==> config.mk <==
export PLATFORM = sky130hd
export DESIGN_NAME = sbox_branch_number_top
export DESIGN_NICKNAME = d
export VERILOG_FILES = /design/src/hw/rtl/sbn_pkg.sv /design/src/hw/rtl/sbn_cell.sv /design/src/hw/rtl/sbn_pair_weight.sv /design/src/hw/rtl/sbox_branch_number_top.sv
export SDC_FILE = /design/constraint.sdc
export NUM_CORES = 1
export LEC_CHECK = 0
export BUFFER_PORTS_ARGS = -buffer_cell sky130_fd_sc_hd__buf_2
export CAP_MARGIN = 10
export CORE_MARGIN = 3
export CORE_UTILIZATION = 45
export DETAILED_ROUTE_END_ITERATION = 7
export PLACE_DENSITY = 0.64
export SKIP_CTS_REPAIR_TIMING = 1
export SLEW_MARGIN = 20
export SYNTH_ARGS = -nofsm -noshare
export SYNTH_HDL_FRONTEND = slang
export SYNTH_SLANG_ARGS = --single-unit
==> constraint.sdc <==
create_clock -name clk -period 87.3 [get_ports clk]
set_input_delay 8.73 -clock clk [delete_from_list [all_inputs] [get_ports clk]]
set_output_delay 8.73 -clock clk [all_outputs]
set_load 0.05 [all_outputs]
==> src/hw/rtl/sbn_pkg.sv <==
// Package for the S-box branch number block: shared constants, widths and
// the controller state type. No dependencies.
package sbn_pkg;

    // Defaults for the top-level parameters
    localparam int MAX_ENTRIES_DEF = 256;
    localparam int ENTRY_BITS_DEF  = 8;

    // Fixed port widths
    localparam int VALUE_W = 8;
    localparam int BN_W    = 7;

    // Running minimum before any pair is seen
    localparam logic [BN_W-1:0] INIT_MIN = BN_W'(100);

    // Controller states
    typedef enum logic [1:0] {
        ST_IDLE,
        ST_SWEEP,
        ST_FINISH
    } state_t;

endpackage

==> src/hw/rtl/sbn_cell.sv <==
// One storage cell of the entry ring: holds one stored S-box entry and
// passes it to its neighbor on every shift. Depends on sbn_pkg.
module sbn_cell #(
    parameter int ENTRY_BITS = sbn_pkg::ENTRY_BITS_DEF
) (
    input  logic                  clk,
    input  logic                  shift_en,
    input  logic [ENTRY_BITS-1:0] d,
    output logic [ENTRY_BITS-1:0] q
);

    logic [ENTRY_BITS-1:0] entry_reg;

    // Entry register, payload only, no reset
    always_ff @(posedge clk)
    begin
        if (shift_en)
        begin
            entry_reg <= d;
        end
    end

    assign q = entry_reg;

endmodule

==> src/hw/rtl/sbn_pair_weight.sv <==
// Pair weight unit: popcount(pos ^ idx) + popcount(a ^ b).
// Depends on sbn_pkg for default widths.
module sbn_pair_weight #(
    parameter int IDX_W      = 8,
    parameter int ENTRY_BITS = sbn_pkg::ENTRY_BITS_DEF,
    parameter int WT_W       = 5
) (
    input  logic [IDX_W-1:0]      pos,
    input  logic [IDX_W-1:0]      idx,
    input  logic [ENTRY_BITS-1:0] value_a,
    input  logic [ENTRY_BITS-1:0] value_b,
    output logic [WT_W-1:0]       weight
);

    logic [IDX_W-1:0]      idx_diff;
    logic [ENTRY_BITS-1:0] val_diff;
    logic [WT_W-1:0]       idx_ones;
    logic [WT_W-1:0]       val_ones;

    assign idx_diff = pos ^ idx;
    assign val_diff = value_a ^ value_b;

    // Bit counts of both differences
    always_comb
    begin
        idx_ones = '0;
        for (int i = 0; i < IDX_W; i++)
        begin
            idx_ones = idx_ones + WT_W'(idx_diff[i]);
        end
        val_ones = '0;
        for (int i = 0; i < ENTRY_BITS; i++)
        begin
            val_ones = val_ones + WT_W'(val_diff[i]);
        end
    end

    assign weight = idx_ones + val_ones;

endmodule

==> src/hw/rtl/sbox_branch_number_top.sv <==
// S-box differential branch number, top level: entry ring, pair weight unit
// and sweep controller. Depends on sbn_pkg, sbn_cell, sbn_pair_weight.
//
// Words are S-box outputs in input order, taken when start is high and busy
// is low. For a stored word the entry ring of MAX_ENTRIES cells rotates
// once, one stored entry reaching the pair weight unit per cycle, and the
// new word is dropped into its slot as the ring passes it. A word that
// arrives with the table full skips the rotation and only sets the overflow
// flag. On a word marked last, done pulses for one cycle with branch_number
// and table_overflow; the receiver cannot stall, so the result must be taken
// in that cycle. The table then starts over. No clearing pass is needed
// after reset.
module sbox_branch_number_top #(
    parameter int MAX_ENTRIES = sbn_pkg::MAX_ENTRIES_DEF,
    parameter int ENTRY_BITS  = sbn_pkg::ENTRY_BITS_DEF
) (
    input  logic                     clk,
    input  logic                     rst_n,
    input  logic                     start,
    output logic                     busy,
    input  logic [sbn_pkg::VALUE_W-1:0] sbox_value,
    input  logic                     last_value,
    output logic                     done,
    output logic [sbn_pkg::BN_W-1:0] branch_number,
    output logic                     table_overflow
);

    localparam int IDX_W = (MAX_ENTRIES > 2) ? $clog2(MAX_ENTRIES) : 1;
    localparam int CNT_W = $clog2(MAX_ENTRIES + 1);
    localparam int WT_W  = $clog2(IDX_W + ENTRY_BITS + 1);
    localparam logic [CNT_W-1:0] CNT_FULL = CNT_W'(MAX_ENTRIES);
    localparam logic [IDX_W-1:0] STEP_END = IDX_W'(MAX_ENTRIES - 1);

    sbn_pkg::state_t state_reg, state_next;

    logic [CNT_W-1:0]        count_reg, count_next;
    logic [IDX_W-1:0]        pos_reg, pos_next;
    logic [IDX_W-1:0]        step_reg, step_next;
    logic [ENTRY_BITS-1:0]   value_reg, value_next;
    logic                    last_reg, last_next;
    logic [sbn_pkg::BN_W-1:0] min_reg, min_next;
    logic                    ovf_reg, ovf_next;
    logic                    done_reg, done_next;
    logic [sbn_pkg::BN_W-1:0] bn_reg, bn_next;
    logic                    tovf_reg, tovf_next;

    logic                    accept;
    logic                    table_full;
    logic                    sweep_en;
    logic [ENTRY_BITS-1:0]   value_in;
    logic [ENTRY_BITS-1:0]   ring_head;
    logic [ENTRY_BITS-1:0]   ring_feed;
    logic [WT_W-1:0]         weight;
    logic [ENTRY_BITS-1:0]   ring_q [MAX_ENTRIES];

    assign accept     = start && !busy;
    assign table_full = (count_reg == CNT_FULL);

    // Low ENTRY_BITS bits of the incoming word, zero-extended
    always_comb
    begin
        value_in = '0;
        for (int i = 0; i < ENTRY_BITS; i++)
        begin
            if (i < sbn_pkg::VALUE_W)
            begin
                value_in[i] = sbox_value[i];
            end
        end
    end

    // Entry ring: cell 0 is the head, the tail takes the feedback
    assign ring_head = ring_q[0];
    assign ring_feed = (step_reg == pos_reg) ? value_reg : ring_head;

    for (genvar g = 0; g < MAX_ENTRIES; g++)
    begin : g_cell
        if (g == MAX_ENTRIES - 1)
        begin : g_tail
            sbn_cell #(
                .ENTRY_BITS(ENTRY_BITS)
            ) u_cell (
                .clk     (clk),
                .shift_en(sweep_en),
                .d       (ring_feed),
                .q       (ring_q[g])
            );
        end
        else
        begin : g_body
            sbn_cell #(
                .ENTRY_BITS(ENTRY_BITS)
            ) u_cell (
                .clk     (clk),
                .shift_en(sweep_en),
                .d       (ring_q[g+1]),
                .q       (ring_q[g])
            );
        end
    end

    sbn_pair_weight #(
        .IDX_W     (IDX_W),
        .ENTRY_BITS(ENTRY_BITS),
        .WT_W      (WT_W)
    ) u_weight (
        .pos    (pos_reg),
        .idx    (step_reg),
        .value_a(value_reg),
        .value_b(ring_head),
        .weight (weight)
    );

    // Next state
    always_comb
    begin
        state_next = state_reg;
        case (state_reg)
            sbn_pkg::ST_IDLE:
            begin
                if (start)
                begin
                    state_next = table_full ? sbn_pkg::ST_FINISH : sbn_pkg::ST_SWEEP;
                end
            end
            sbn_pkg::ST_SWEEP:
            begin
                if (step_reg == STEP_END)
                begin
                    state_next = sbn_pkg::ST_FINISH;
                end
            end
            sbn_pkg::ST_FINISH:
            begin
                state_next = sbn_pkg::ST_IDLE;
            end
            default:
            begin
                state_next = sbn_pkg::ST_IDLE;
            end
        endcase
    end

    // Controller outputs
    always_comb
    begin
        busy     = 1'b1;
        sweep_en = 1'b0;
        case (state_reg)
            sbn_pkg::ST_IDLE:
            begin
                busy = 1'b0;
            end
            sbn_pkg::ST_SWEEP:
            begin
                sweep_en = 1'b1;
            end
            sbn_pkg::ST_FINISH:
            begin
                busy = 1'b1;
            end
            default:
            begin
                busy = 1'b1;
            end
        endcase
    end

    // Datapath next values
    always_comb
    begin
        count_next = count_reg;
        pos_next   = pos_reg;
        step_next  = step_reg;
        value_next = value_reg;
        last_next  = last_reg;
        min_next   = min_reg;
        ovf_next   = ovf_reg;
        done_next  = 1'b0;
        bn_next    = bn_reg;
        tovf_next  = tovf_reg;

        if (accept)
        begin
            value_next = value_in;
            last_next  = last_value;
            step_next  = '0;
            if (table_full)
            begin
                ovf_next = 1'b1;
            end
            else
            begin
                pos_next   = count_reg[IDX_W-1:0];
                count_next = count_reg + CNT_W'(1);
            end
        end

        // One stored entry per cycle against the new word
        if (sweep_en)
        begin
            step_next = step_reg + IDX_W'(1);
            if ((step_reg < pos_reg) && (sbn_pkg::BN_W'(weight) < min_reg))
            begin
                min_next = sbn_pkg::BN_W'(weight);
            end
        end

        // Emit on the last word and start a new table
        if ((state_reg == sbn_pkg::ST_FINISH) && last_reg)
        begin
            done_next  = 1'b1;
            bn_next    = min_reg;
            tovf_next  = ovf_reg;
            count_next = '0;
            min_next   = sbn_pkg::INIT_MIN;
            ovf_next   = 1'b0;
        end
    end

    // Control registers
    always_ff @(posedge clk or negedge rst_n)
    begin
        if (!rst_n)
        begin
            state_reg <= sbn_pkg::ST_IDLE;
            count_reg <= '0;
            step_reg  <= '0;
            min_reg   <= sbn_pkg::INIT_MIN;
            ovf_reg   <= 1'b0;
            done_reg  <= 1'b0;
            last_reg  <= 1'b0;
        end
        else
        begin
            state_reg <= state_next;
            count_reg <= count_next;
            step_reg  <= step_next;
            min_reg   <= min_next;
            ovf_reg   <= ovf_next;
            done_reg  <= done_next;
            last_reg  <= last_next;
        end
    end

    // Payload registers
    always_ff @(posedge clk)
    begin
        pos_reg   <= pos_next;
        value_reg <= value_next;
        bn_reg    <= bn_next;
        tovf_reg  <= tovf_next;
    end

    assign done           = done_reg;
    assign branch_number  = bn_reg;
    assign table_overflow = tovf_reg;

    // A result only follows the finish step of a word marked last
    a_done_after_finish: assert property (@(posedge clk) disable iff (!rst_n)
        done |-> ($past(state_reg) == sbn_pkg::ST_FINISH) && $past(last_reg))
        else $error("done without a finishing last word");

    // The sweep index advances by one each cycle of a rotation
    a_step_advance: assert property (@(posedge clk) disable iff (!rst_n)
        (state_reg == sbn_pkg::ST_SWEEP) && (step_reg != STEP_END)
        |=> (state_reg == sbn_pkg::ST_SWEEP) && (step_reg == $past(step_reg) + IDX_W'(1)))
        else $error("sweep index skipped");

    // A word taken with the table full is dropped without a sweep
    a_full_drop: assert property (@(posedge clk) disable iff (!rst_n)
        accept && table_full |=> (state_reg == sbn_pkg::ST_FINISH) && ovf_reg)
        else $error("word beyond capacity not dropped");

    // The reported minimum stays in its range
    a_bn_range: assert property (@(posedge clk) disable iff (!rst_n)
        done |-> (branch_number != '0) && (branch_number <= sbn_pkg::INIT_MIN))
        else $error("branch number out of range");

endmodule
==> summary.txt <==
Hold path endpoint: g_cell[140].g_body.u_cell.q[5]
Total GRT Usage: 10.3%
R2r setup slk: 81.56 ns
# DRC: 0
Post-route ant nets: 0
Synth async-reset ratio: 1.33%
Top cells by count, synth: 2071 x edfxtp_1, 36 x inv_1, 26 x dfrtp_1
GRT overflow: 0
Pre-antenna DRT Iters: 5
Average size of a mapped cell: 27.9 µm²
Post-synth net total: 2355
# rows: 138
CP delay by family, top: flip-flops
Core ar.: 0.142 mm²
DRT Wirelength: 74.6 mm
Setup violations, final: 0
VDD IR max: 0.0467 mV
DR vias: 21400
Slew Limit Fails: 0
Relative slew slack: 27.9%
Clock skew: 0.0172 ns
Crit path DAT: 1.74 ns
CTS buffer count: 185
Starting DRT DRC Count: 2111
Die Y: 385 µm
Delay of the slowest cell on the worst path: 0.45 ns
Fin crit share: 12.0%
Critical-path top delay cell: dfrtp_1
Post-synth cell types: 40
Via density: 4.69
P&R area growth vs syn: 12.8%
Hold path startpoint: g_cell[141].g_body.u_cell.q[5]
Worst slew pin tran: 1.08 ns
Status: complete, no violations
Synth top area share: 96.5%
Port Buffers: 21
Clk buf depth: 3
Critical Path End Type: primary output
Cells after Synth: 2307
Crit path time final: 10.47 ns
RR Endpoint: min_reg[3]
Number of global-route vias before repair: 21300
CTS tree: built
Clk_lat worst skew: 0.76 ns
Flops & latches, synth: 2099
Post-synth EDFFs: 2071
Max Cap Viol: 0
Crit-path max FO: 6
Largest net degree at the start of global routing: 226
Hold Crit Class: flip-flop to flip-flop
# diodes: 0
RSZ-0062 raised after global routing: false
Warning count from the yosys run: 0
Clock-pin transition on the worst setup and hold timing paths: 0.07 ns
Clk root buf: clkbuf_16
Final Power: 0.00259 W
Crit Path Class: flip-flop to primary output
Share of layout cells above drive strength 1: 11.6%
Initial antenna violation count: 1
Area leader, netlist: edfxtp_1
Count leader, synth: edfxtp_1
Die area: 0.148 mm²
WP data required: 78.57 ns
Initial Util: 45.4%
Num ports: 22
Hold Crit Depth: 0
Wirelength per Cell: 16.4 µm
Setup TNS: 0 ns
Critical-path cell list: or2_2, buf_2
HPWL Detailed: 31.5 mm
Top post-synthesis cells by area: edfxtp_1 96%, dfrtp_1 1.0%, ha_1 0.49%
Final Hold Viols: 0
P per Cell Area: 35.6 mW/mm²
Top FF cell, synth: edfxtp_1
H-tree depth: 4
R2R cell count: 19
GPL Wtd Cong: 0.744
Die X: 385 µm
Syn Std Cell Area: 0.0645 mm²
Largest register FFs: 2040
Max Fclk: 95.5 MHz
Nets: 2579
Sum of buffers and inverters on the critical path: 1
Sequential area share after synthesis: 97.5%
Startpoint types: flip-flop
Leakage power: 25.6 nW
Sink Count: 2099
Critical R2R Launch: step_reg[1]
First-pass GRT wire length: 121 mm
worst reg2reg max path, delay by kind of cell, from the launching register on:
kind,cells,cell delay [ns]
AO/OA/AOI/OAI,5,0.92
adder cells (fa/ha/maj),9,3.59
buffers and inverters,3,0.18
flip-flops,1,0.44
multiplexers,1,0.33
AND/OR/NAND/NOR,1,0.15
per-stage QoR:
| step | area (µm²) | setup slack (ns) | hold slack, ns | util (%) | instances |
|---|---|---|---|---|---|
| CTS | 72700 | 76.76 | 0.401 | 51.2 | 4555 |
| floorplan | 64500 | 34.37 | 0.400 | - | 2307 |
| detailed placement | 67100 | 76.95 | 0.405 | 47.3 | 4233 |
| finish | 72800 | 76.83 | 0.408 | 51.3 | 4556 |
| global route | 72800 | 76.74 | 0.414 | 51.3 | 4556 |
| global placement | 67100 | 77.05 | 0.401 | 47.3 | 4233 |
layout make-up:
type | count | area, µm²
fillers | 10600 | 69200
repair buffers | 41 | 320
clock buffers | 242 | 4900
well taps | 1890 | 2360
clock inverters | 80 | 716
flip-flops and latches | 2099 | 62900
multi-input cells | 166 | 1420
inverters | 38 | 150
per-layer routing:
metal | track usage, % | routed length, µm | vias up
li1 | - | - | 9735
met1 | 17.0 | 38900 | 11100
met2 | 12.8 | 30600 | 365
met3 | 2.36 | 2890 | 155
met4 | 4.51 | 2150 | 0
met5 | 0 | 0 | -
logic make-up after synthesis:
logic type / share of synthesized area (%)
multiplexers: 0.258
AO/OA/AOI/OAI: 0.373
AND/OR/NAND/NOR: 0.541
buffers and inverters: 0.254
flip-flops: 97.5
adder cells (fa/ha/maj): 0.827
XOR/XNOR: 0.204
cell usage in the layout (no fill, tap or decap), types with 13 or more instances in the layout:
cell type and count:
edfxtp_1 2071, clkbuf_16 187, clkbuf_1 54, inv_1 36, clkinv_2 28, clkinv_1 28, dfrtp_1 26, ha_1 25
buf_2 21, nand2_1 19, o21ai_0 18, nor2_1 16, buf_4 14, mux2_2 13
worst max path at each step:
stage	depth (start not counted)	from	to	slack, ns
2_1_floorplan	3	state_reg[1]	g_cell[0].g_body.u_cell.q[0]	34.37
3_3_place_gp	5	start	count_reg[5]	77.05
3_5_place_dp	5	start	count_reg[7]	76.95
4_1_cts	2	state_reg[0]	busy	76.76
5_1_grt	2	state_reg[0]	busy	76.74
6_report	2	state_reg[0]	busy	76.83
power breakdown:
part | internal (W) | switching [W] | total, W
logic | 0.0000763 | 0.000115 | 0.000191
registers | 0.00154 | 0.000105 | 0.00165
clock network | 0.000420 | 0.000333 | 0.000753
total | 0.00204 | 0.000553 | 0.00259
Note: power is estimated with default switching activity, not from simulation.
